**src/hdl/iehw_pkg.sv**
```systemverilog
`timescale 1ns / 1ps
// ----------------------------------------------------------------------------
// iehw_pkg
// Types, next header codes and the header classifier of the IPv6
// extension header walker.
// ----------------------------------------------------------------------------
package iehw_pkg;

   localparam int FIXED_HEADER_BYTES = 40;
   localparam int NH_BYTE_INDEX      = 6;

   localparam logic [3:0] HOP_LIMIT_RESET = 4'd8;

   localparam logic [7:0] NH_HOP_BY_HOP = 8'd0;
   localparam logic [7:0] NH_ICMP       = 8'd1;
   localparam logic [7:0] NH_TCP        = 8'd6;
   localparam logic [7:0] NH_UDP        = 8'd17;
   localparam logic [7:0] NH_ROUTING    = 8'd43;
   localparam logic [7:0] NH_AH         = 8'd51;
   localparam logic [7:0] NH_ICMPV6     = 8'd58;
   localparam logic [7:0] NH_NO_NEXT    = 8'd59;
   localparam logic [7:0] NH_DEST_OPTS  = 8'd60;

   typedef enum logic [1:0] {
      NH_WALK  = 2'b00,
      NH_UPPER = 2'b01,
      NH_STOP  = 2'b10
   } nh_class_type;

   typedef struct packed {
      logic [7:0] data_byte;
      logic       last;
   } beat_type;

   typedef struct packed {
      logic        transport_found;
      logic [7:0]  protocol;
      logic [15:0] payload_offset;
      logic        length_overflow;
   } result_type;

   function automatic nh_class_type nh_classify(input logic [7:0] nh,
                                                input logic [3:0] hops,
                                                input logic [3:0] limit);
      nh_class_type cls;
      case (nh) inside
         NH_TCP, NH_UDP, NH_ICMP, NH_ICMPV6: begin
            cls = NH_UPPER;
         end
         NH_HOP_BY_HOP, NH_ROUTING, NH_DEST_OPTS, NH_AH: begin
            cls = (hops < limit) ? NH_WALK : NH_STOP;
         end
         default: begin
            cls = NH_STOP;
         end
      endcase
      return cls;
   endfunction

endpackage

```
**src/hdl/iehw_in_reg.sv**
```systemverilog
`timescale 1ns / 1ps
// ----------------------------------------------------------------------------
// iehw_in_reg
// Input register: holds one packet beat until the walker takes it.
// ----------------------------------------------------------------------------
module iehw_in_reg
   import iehw_pkg::*;
(
   input  logic       clock,
   input  logic       reset,
   input  logic       req_valid,
   input  logic [7:0] req_data_byte,
   input  logic       req_last,
   output logic       req_stall,
   input  logic       beat_take,
   output logic       beat_valid,
   output beat_type   beat
);

   logic     valid_ff;
   logic     valid_in;
   beat_type beat_ff;
   logic     load;

   assign req_stall = valid_ff & ~beat_take;
   assign load      = req_valid & ~req_stall;

   always_comb begin
      valid_in = valid_ff;
      if (load) begin
         valid_in = 1'b1;
      end else if (beat_take) begin
         valid_in = 1'b0;
      end
   end

   always_ff @(posedge clock) begin
      if (reset) begin
         valid_ff <= 1'b0;
      end else begin
         valid_ff <= valid_in;
      end
   end

   always_ff @(posedge clock) begin
      if (load) begin
         beat_ff.data_byte <= req_data_byte;
         beat_ff.last      <= req_last;
      end
   end

   assign beat_valid = valid_ff;
   assign beat       = beat_ff;

endmodule

```
**src/hdl/iehw_walk.sv**
```systemverilog
`timescale 1ns / 1ps
// ----------------------------------------------------------------------------
// iehw_walk
// Per-byte walk of the extension header chain and the hop limit register.
// ----------------------------------------------------------------------------
module iehw_walk
   import iehw_pkg::*;
#(
   parameter int OFFSET_BITS = 16
) (
   input  logic       clock,
   input  logic       reset,
   input  logic       csr_write_enable,
   input  logic [3:0] csr_write_data,
   input  logic       beat_valid,
   input  beat_type   beat,
   input  logic       out_free,
   output logic       beat_take,
   output logic       res_load,
   output result_type res
);

   localparam int OB = OFFSET_BITS;
   localparam logic [OB-1:0] MAX_OFF   = '1;
   localparam logic [OB-1:0] FIXED_OFF = OB'(FIXED_HEADER_BYTES);
   localparam logic [OB-1:0] NH_OFF    = OB'(NH_BYTE_INDEX);

   logic [3:0]    hop_limit_ff;
   logic [OB-1:0] byte_pos_ff, byte_pos_in;
   logic [OB-1:0] hdr_start_ff, hdr_start_in;
   logic [OB:0]   hdr_end_ff, hdr_end_in;
   logic [7:0]    cur_ff, cur_in;
   logic [7:0]    pend_ff, pend_in;
   logic [3:0]    hop_ff, hop_in;
   logic          stop_ff, stop_in;
   logic          found_ff, found_in;
   logic          ovf_ff, ovf_in;

   logic [OB-1:0] off_sel;
   logic [OB:0]   idx_p1;
   logic [OB:0]   start_p1;
   logic [11:0]   adv;
   nh_class_type  cls_here;

   assign beat_take = beat_valid & (~beat.last | out_free);
   assign res_load  = beat_take & beat.last;
   assign idx_p1    = {1'b0, byte_pos_ff} + 1'b1;
   assign start_p1  = {1'b0, hdr_start_ff} + 1'b1;
   assign cls_here  = nh_classify(cur_ff, hop_ff, hop_limit_ff);

   // AH spans (len+2)*4, the others (len+1)*8
   always_comb begin
      if (cur_ff == NH_AH) begin
         adv = {1'b0, 9'({1'b0, beat.data_byte} + 9'd2), 2'b00};
      end else begin
         adv = {9'({1'b0, beat.data_byte} + 9'd1), 3'b000};
      end
   end

   always_comb begin
      byte_pos_in  = byte_pos_ff;
      hdr_start_in = hdr_start_ff;
      hdr_end_in   = hdr_end_ff;
      cur_in       = cur_ff;
      pend_in      = pend_ff;
      hop_in       = hop_ff;
      stop_in      = stop_ff;
      found_in     = found_ff;
      ovf_in       = ovf_ff;
      if (!ovf_ff && byte_pos_ff == MAX_OFF) begin
         ovf_in = 1'b1;
      end else if (!ovf_ff) begin
         if (byte_pos_ff == NH_OFF) begin
            cur_in = beat.data_byte;
         end
         if (!stop_ff && byte_pos_ff >= FIXED_OFF) begin
            if (byte_pos_ff == hdr_start_ff) begin
               if (cls_here != NH_WALK) begin
                  stop_in  = 1'b1;
                  found_in = (cls_here == NH_UPPER);
               end else begin
                  pend_in = beat.data_byte;
               end
            end else if ({1'b0, byte_pos_ff} == start_p1) begin
               hdr_end_in = {1'b0, hdr_start_ff} + (OB + 1)'(adv);
            end
            // last byte of the header being crossed
            if (!stop_in && byte_pos_ff != hdr_start_ff && idx_p1 == hdr_end_ff) begin
               hdr_start_in = hdr_end_ff[OB-1:0];
               cur_in       = pend_ff;
               hop_in       = hop_ff + 4'd1;
               hdr_end_in   = '0;
            end
         end
         byte_pos_in = idx_p1[OB-1:0];
      end
   end

   // result for a packet that ends on this beat
   always_comb begin
      res.length_overflow = ovf_in;
      res.transport_found = 1'b0;
      res.protocol        = cur_in;
      off_sel             = hdr_start_in;
      if (byte_pos_in < FIXED_OFF) begin
         res.protocol = NH_NO_NEXT;
         off_sel      = byte_pos_in;
      end else if (stop_in) begin
         res.transport_found = found_in;
      end else if (hdr_start_in == byte_pos_in) begin
         res.transport_found = (nh_classify(cur_in, hop_in, hop_limit_ff) == NH_UPPER);
      end
      res.payload_offset = 16'(off_sel);
   end

   always_ff @(posedge clock) begin
      if (reset) begin
         hop_limit_ff <= HOP_LIMIT_RESET;
      end else if (csr_write_enable) begin
         hop_limit_ff <= csr_write_data;
      end
   end

   always_ff @(posedge clock) begin
      if (reset || res_load) begin
         byte_pos_ff  <= '0;
         hdr_start_ff <= FIXED_OFF;
         hdr_end_ff   <= '0;
         cur_ff       <= '0;
         pend_ff      <= '0;
         hop_ff       <= '0;
         stop_ff      <= 1'b0;
         found_ff     <= 1'b0;
         ovf_ff       <= 1'b0;
      end else if (beat_take) begin
         byte_pos_ff  <= byte_pos_in;
         hdr_start_ff <= hdr_start_in;
         hdr_end_ff   <= hdr_end_in;
         cur_ff       <= cur_in;
         pend_ff      <= pend_in;
         hop_ff       <= hop_in;
         stop_ff      <= stop_in;
         found_ff     <= found_in;
         ovf_ff       <= ovf_in;
      end
   end

   a_start_floor: assert property (@(posedge clock) disable iff (reset)
      hdr_start_ff >= FIXED_OFF)
      else $error("header start below fixed header");

   a_end_ahead: assert property (@(posedge clock) disable iff (reset)
      hdr_end_ff == '0 || hdr_end_ff > {1'b0, hdr_start_ff})
      else $error("header end not past header start");

   a_clear_after_last: assert property (@(posedge clock) disable iff (reset)
      res_load |=> (byte_pos_ff == '0 && !stop_ff && !ovf_ff))
      else $error("packet state not cleared after last beat");

   a_ovf_pos: assert property (@(posedge clock) disable iff (reset)
      ovf_ff |-> byte_pos_ff == MAX_OFF)
      else $error("overflow without full length");

endmodule

```
**src/hdl/iehw_out_reg.sv**
```systemverilog
`timescale 1ns / 1ps
// ----------------------------------------------------------------------------
// iehw_out_reg
// Result register: holds one result beat until the consumer takes it.
// ----------------------------------------------------------------------------
module iehw_out_reg
   import iehw_pkg::*;
(
   input  logic        clock,
   input  logic        reset,
   input  logic        res_load,
   input  result_type  res,
   output logic        out_free,
   output logic        rsp_valid,
   input  logic        rsp_stall,
   output logic        rsp_transport_found,
   output logic [7:0]  rsp_protocol,
   output logic [15:0] rsp_payload_offset,
   output logic        rsp_length_overflow
);

   logic       valid_ff;
   logic       valid_in;
   result_type res_ff;

   assign out_free = ~valid_ff | ~rsp_stall;

   always_comb begin
      valid_in = valid_ff & rsp_stall;
      if (res_load) begin
         valid_in = 1'b1;
      end
   end

   always_ff @(posedge clock) begin
      if (reset) begin
         valid_ff <= 1'b0;
      end else begin
         valid_ff <= valid_in;
      end
   end

   always_ff @(posedge clock) begin
      if (res_load) begin
         res_ff <= res;
      end
   end

   assign rsp_valid           = valid_ff;
   assign rsp_transport_found = res_ff.transport_found;
   assign rsp_protocol        = res_ff.protocol;
   assign rsp_payload_offset  = res_ff.payload_offset;
   assign rsp_length_overflow = res_ff.length_overflow;

endmodule

```
**src/hdl/ipv6_ext_header_walker.sv**
```systemverilog
`timescale 1ns / 1ps
// ----------------------------------------------------------------------------
// ipv6_ext_header_walker
// Walks the IPv6 extension header chain of a byte stream, one result per packet.
// Throughput: one byte beat per cycle, set by the single-pass per-byte walk update,
// as long as a result held by rsp_stall does not keep a packet's last beat waiting.
// The last beat of a packet waits in the input register until the result register
// is free, then its result loads into the result register and rsp_valid rises.
// Reset: synchronous, clears walk state and both valid flags; hop_limit goes to 8.
module ipv6_ext_header_walker
   import iehw_pkg::*;
#(
   parameter int OFFSET_BITS = 16
) (
   input  logic        clock,
   input  logic        reset,
   input  logic        csr_write_enable,
   input  logic [3:0]  csr_write_data,
   input  logic        req_valid,
   output logic        req_stall,
   input  logic [7:0]  req_data_byte,
   input  logic        req_last,
   output logic        rsp_valid,
   input  logic        rsp_stall,
   output logic        rsp_transport_found,
   output logic [7:0]  rsp_protocol,
   output logic [15:0] rsp_payload_offset,
   output logic        rsp_length_overflow
);

   beat_type   beat;
   logic       beat_valid;
   logic       beat_take;
   logic       res_load;
   logic       out_free;
   result_type res;

   iehw_in_reg u_in_reg (
      .clock         (clock),
      .reset         (reset),
      .req_valid     (req_valid),
      .req_data_byte (req_data_byte),
      .req_last      (req_last),
      .req_stall     (req_stall),
      .beat_take     (beat_take),
      .beat_valid    (beat_valid),
      .beat          (beat)
   );

   iehw_walk #(
      .OFFSET_BITS (OFFSET_BITS)
   ) u_walk (
      .clock            (clock),
      .reset            (reset),
      .csr_write_enable (csr_write_enable),
      .csr_write_data   (csr_write_data),
      .beat_valid       (beat_valid),
      .beat             (beat),
      .out_free         (out_free),
      .beat_take        (beat_take),
      .res_load         (res_load),
      .res              (res)
   );

   iehw_out_reg u_out_reg (
      .clock               (clock),
      .reset               (reset),
      .res_load            (res_load),
      .res                 (res),
      .out_free            (out_free),
      .rsp_valid           (rsp_valid),
      .rsp_stall           (rsp_stall),
      .rsp_transport_found (rsp_transport_found),
      .rsp_protocol        (rsp_protocol),
      .rsp_payload_offset  (rsp_payload_offset),
      .rsp_length_overflow (rsp_length_overflow)
   );

endmodule

```
**config.mk**
```make
export PLATFORM = sky130hd
export DESIGN_NAME = ipv6_ext_header_walker
export DESIGN_NICKNAME = d
export VERILOG_FILES = /design/src/hdl/iehw_pkg.sv /design/src/hdl/iehw_in_reg.sv /design/src/hdl/iehw_walk.sv /design/src/hdl/iehw_out_reg.sv /design/src/hdl/ipv6_ext_header_walker.sv
export SDC_FILE = /design/constraint.sdc
export NUM_CORES = 1
export LEC_CHECK = 0
export BUFFER_PORTS_ARGS = -buffer_cell sky130_fd_sc_hd__clkbuf_2
export CELL_PAD_IN_SITES_DETAIL_PLACEMENT = 0
export CELL_PAD_IN_SITES_GLOBAL_PLACEMENT = 1
export CORE_MARGIN = 1.5
export CORE_UTILIZATION = 50
export DETAILED_ROUTE_END_ITERATION = 7
export HOLD_SLACK_MARGIN = 0.12
export PLACE_DENSITY = 0.89
export RECOVER_POWER = 50
export SYNTH_ARGS = -nofsm -noshare
export SYNTH_HDL_FRONTEND = slang
export SYNTH_SLANG_ARGS = --single-unit
export TNS_END_PERCENT = 50
```
**constraint.sdc**
```tcl
create_clock -name clock -period 8.1 [get_ports clock]
set_clock_uncertainty 0.1 [all_clocks]
set_input_delay 1.215 -clock clock [delete_from_list [all_inputs] [get_ports clock]]
set_output_delay 1.215 -clock clock [all_outputs]
set_load 0.02 [all_outputs]
```
After elaboration in Yosys (flattened, before gate mapping)
Cells that the tools add are included.

Flip-flop bits (word level): 113. Output and inout port bits: 28. Word-level logic and storage cells: 134. Input port bits: 18.

Eq/ne operators: 24. Order comparisons: 4. $add $sub $neg: 6. Bitwise operators: 15. Reduce and logical (&&, ||, !) cells: 19. Mux-type cells: 48.

Operator list (count): $mux W16 (7); $eq A8 B6 Y1 const B (8); $mux W17 (3); $mux W8 (5); $add A16 B1 Y17 const B (2); $eq A16 B16 Y1 (2); $mux W1 (19); $mux W2 (9); $add A16 B12 Y17 (1); $eq A16 B17 Y1 (1); $eq A17 B17 Y1 (1); $eq A16 B16 Y1 const B (1); $eq A16 B3 Y1 const B (1); $eq A8 B1 Y1 const B (2); $eq A8 B3 Y1 const B (2); $eq A8 B5 Y1 const B (2); $ge A16 B6 Y1 const B (1); $logic_not A8 Y1 (2); $lt A16 B6 Y1 const B (1); $mux W4 (4); $ne A16 B16 Y1 (1); $reduce_or A4 Y1 (4); $mux W12 (1); $reduce_and A6 Y1 (2); 13 further kinds (34).

Depth between registers and ports, before layout
Depth in word-level cells: 27. Gate-level depth with buffers: 19. Mapped depth without buffers: 18.

By module
Synthesis repeated with hierarchy kept, for this count alone.

Cell total of the unflattened synthesis: 937. Area total of the unflattened synthesis: 7657.3 µm².

By module, submodules not included: iehw_walk (times used 1, cells an instance 894, sequential area each 1521.5 µm², area each 6523.8 µm²); iehw_out_reg (times used 1, cells an instance 30, sequential area each 800.8 µm², area each 813.3 µm²); iehw_in_reg (times used 1, cells an instance 13, sequential area each 290.3 µm², area each 320.3 µm²).

Least setup slack after synthesis
No wires, ideal clock.

Kind: reg2reg. Start: register u_walk.byte_pos_ff[0]. End: register u_out_reg.res_ff (netlist bit u_out_reg.rsp_transport_found), data pin. Period minus slack after synthesis: 3.875 ns. Cell stages (with the launch flop): 14. Buffers on the path: 1. Setup slack: 4.225 ns. Arrival time: 3.643 ns. Path through: dfxtp_1 > ha_1 > and3_1 > buf_6 > and3_1 > or4b_4 > a2111oi_4 > o2111ai_1 > nor3_4 > mux2i_1 > xnor2_1 > mux2_2 > a2111oi_0 > a41o_1.

Cells in the longest elaborated chain, start to end: 22.

Ends and longest elaborated chain: start, declared (line iehw_walk.sv:29) `logic [OB-1:0] byte_pos_ff, byte_pos_in;`; start signal, assigned (line iehw_walk.sv:136) `byte_pos_ff <= byte_pos_in;`; parallel branches: the longest is 22 deep, another holds $add A16 B1 Y17; end signal, assigned (line iehw_out_reg.sv:45) `res_ff <= res;`; end, declared (line iehw_out_reg.sv:24) `result_type res_ff;`.

Several ways; the timed one is not identified. The select of a mux whose other input is x is not followed. A chain may end at the register's enable or synchronous reset.

Worst setup path in the final report
Same ends and word-level chain as after synthesis.

==> flow_summary.toml <==
[outcome]
status = "finished with violations"
violations = "max-capacitance violations, max-slew violations"

[synth]
ys_warn_count = 0
synth_cells = 882
async_flop_share_pct = 0
synth_area_leaders = "dfxtp_1 (21%), edfxtp_1 (14%), xnor2_1 (7.4%), mux2i_1 (4.8%), nor2_1 (4.6%)"
synth_common_cells = "nor2_1 (91), nand2_1 (85), dfxtp_1 (78), a21oi_1 (68), xnor2_1 (62)"
ys.flop_type = "dfxtp_1"
ys_seq_area_share_pct = 35.6
synth_fp_nets = 921
yosysTopAreaCell = "dfxtp_1"
synth_edf_count = 35
yosysMostFrequentCell = "nor2_1"
synth.avg_cell_area_um2 = 8.33
ys_ff_latch = 113
netlist_area_um2 = 7350
synthDistinctLibCells = 65
synth.top_cell.area_share_pct = 21.2

[sta]
slew_headroom_pct = -7.06
rsz0062_at_grt = "false"
worstMarginPinSlew_ns = 1.61
fin_crit_sh_pct = 64.8
finalCriticalPeriod_ns = 5.25
finalSetupViolations = 0
hold_viol = 0
slew_viol_final = 29
fmax_mhz = 191
setup_total_negative_slack_ns = 0

[routing]
drc_errors = 0
wl_mm = 21.6
wl_met1_mm = 9.60
routed.top_layer = "met4"
met2_length_mm = 9.61
vias_per_cell = 6.16
num_vias = 6730
drtIter0Drc = 851
ant_nets = 0
wl_per_cell_um = 19.8
wl_met3_mm = 1.70
drtPass1Iterations = 6

[critical_path]
cp-end-kind = "flop"
reg2reg_slack_ns = 2.85
critical_path_class = "flop to flop"
r2r_end = "u_out_reg.rsp_transport_found$_SDFFCE_PP0P_"
start_kind = "flop"
crit_chain = "ha_1 > nand3_1 > nor2_1 > a31oi_1 > clkbuf_1 > clkinv_1 > or3_1 > xnor2_1 > a211o_1 > nor4_2 > buf_4 > a311oi_1 > nand4_1 > nor3_1 > a41o_1"
timing.rr.start = "u_walk.byte_pos_ff[0]$_SDFFE_PP0P_"
worst-path-buf-inv = 3
r2r_cells = 15
worstPathMaxFanout = 26
critPathLaunch = "u_walk.byte_pos_ff[0]$_SDFFE_PP0P_"
slowest_delay_ns = 0.71
cp_top_family = "buffers and inverters"
crit_slowest_cell = "clkinv_1"
critPathRequiredTime_ns = 8.19
crit_arrival_ns = 5.34

[floorplanning]
die_w_um = 124
rows = 44
die_area_um2 = 15400
start_util_pct = 50.9
ios = 46
core_um2 = 14400
die_h_um = 124

[power_and_ir_drop]
total_power_mw = 1.48
irDropWorstVdd_v = 0.000161
p_per_area_nw_per_um2 = 181
p_leak_nw = 2.91

[worst_hold_path]
holdPathEnd = "u_walk.found_ff$_SDFFE_PP0P_"
hp-class = "flop to flop"
hold_start = "u_walk.found_ff$_SDFFE_PP0P_"
min_delay_path_depth = 2

[clock_network]
clock-root-buffer = "clkbuf_16"
worstSkewPairLatency_ns = 0.43
clockBufferDepth = 2
cts_made_buffers = 17
clk_pin_slew_ns = 0.06
cts.repair.resized = 0
cts-hold-fix-buffers = 0
htree_levels = 4
post_cts_buffers = 0
cts_tree = "done"
clock_sinks = 113

[placement]
dp_hpwl_mm = 15.1
dp_cells = 1060
portBuffers = 45
globalplace.congestion = 0.924

[grt]
grt-ovfl-total = 0
grt_pass1_vias = 5973
track_usage_pct = 27.9
antenna_found_initial = 0
grt_pass1_wl_mm = 33.4
grt_max_degree = 70

[finish]
layout-drive-gt1-share_pct = 8.04
area_delta_synth_final_pct = 11.4
antenna_cells = 0
finalNonFillerCells = 1092
layout.nets = 934

[flow_run]
drv_cap = 1
[per-stage QoR]
| step | utilization [%] | hold WS [ns] | cell area (um^2) | setup slack [ns] |
|---|---|---|---|---|
| final | 56.7 | 0.376 | 8180 | 2.85 |
| after global placement | 52.8 | 0.364 | 7610 | 3.45 |
| after detailed placement | 52.8 | 0.369 | 7610 | 3.42 |
| after floorplan | - | 0.354 | 7350 | 4.22 |
| after CTS | 57.1 | 0.378 | 8230 | 3.40 |
| after global routing | 56.7 | 0.414 | 8180 | 2.59 |
[registers in the layout, indices dropped and copies added (netlist names), 3 cells and up, named ones only]
name,flops
u_walk.hdr_end_ff,17
u_walk.hdr_start_ff,16
u_walk.cur_ff,8
u_walk.byte_pos_ff,16
u_in_reg.beat,9
u_out_reg.rsp_payload_offset,16
u_walk.hop_ff,3
u_walk.pend_ff,8
u_walk.hop_limit_ff,4
u_out_reg.rsp_protocol,8
[layout by cell type, fill, tap and decap left out, types with 7 or more instances in the layout]
cell and n:
a211oi_1 11, a21oi_1 68, a222oi_1 8, a31oi_1 9, and2_1 7, and3_1 8
buf_4 7, clkbuf_1 33, clkbuf_16 18, clkbuf_2 15, dfxtp_1 78, edfxtp_1 35
ha_1 20, inv_1 21, mux2i_1 35, nand2_1 85, nand2b_1 11, nand3_1 33
nand4_1 18, nor2_1 91, nor3_1 25, nor4_1 12, o21ai_0 42, or3_1 17
xnor2_1 62, xor2_1 34
[routing by layer]
metal | vias up | track usage, %
li1 | 3189 | -
met1 | 3164 | 39.2
met5 | - | 0
met2 | 325 | 41.9
met3 | 52 | 5.26
met4 | 0 | 12.0
[report_power, final]
group	internal, mW	switching (mW)	total (mW)
logic	0.0293	0.0507	0.0801
registers	0.591	0.0136	0.605
clock network	0.481	0.312	0.793
[final cells by class]
type	count	area, um^2
clock buffers	18	450
clock inverters	14	168
fillers	1348	6240
inverters	22	82.6
multi-input cells	686	4390
flip-flops and latches	113	2610
well taps	184	230
repair buffers	55	251
[worst reg2reg max path, stage by stage, from the launching register on]
cell and delay [ns]:
dfxtp_1 0.44, ha_1 0.33, nand3_1 0.29, nor2_1 0.22
a31oi_1 0.20, clkbuf_1 0.54, clkinv_1 0.72, or3_1 0.59
xnor2_1 0.19, a211o_1 0.31, nor4_2 0.24, buf_4 0.33
a311oi_1 0.09, nand4_1 0.14, nor3_1 0.06, a41o_1 0.23
[worst max path at each step]
stage	end	slack (ns)	cells past startpoint
after floorplan	u_out_reg.rsp_transport_found$_SDFFCE_PP0P_	4.22	13
after global placement	u_out_reg.rsp_transport_found$_SDFFCE_PP0P_	3.45	15
after detailed placement	u_out_reg.rsp_transport_found$_SDFFCE_PP0P_	3.42	13
after CTS	u_out_reg.rsp_transport_found$_SDFFCE_PP0P_	3.40	13
after global routing	u_out_reg.rsp_transport_found$_SDFFCE_PP0P_	2.59	15
final	u_out_reg.rsp_transport_found$_SDFFCE_PP0P_	2.85	15
[cells by family after synthesis]
group / count (synthesis) / synth area share (%)
multiplexers: 39 / 5.38
buffers and inverters: 83 / 4.87
AO/OA/AOI/OAI: 182 / 15.6
AND/OR/NAND/NOR: 348 / 23.5
XOR/XNOR: 96 / 11.4
flip-flops: 113 / 35.6
adder cells (fa/ha/maj): 21 / 3.68
Power figures use the tool's default switching activity.
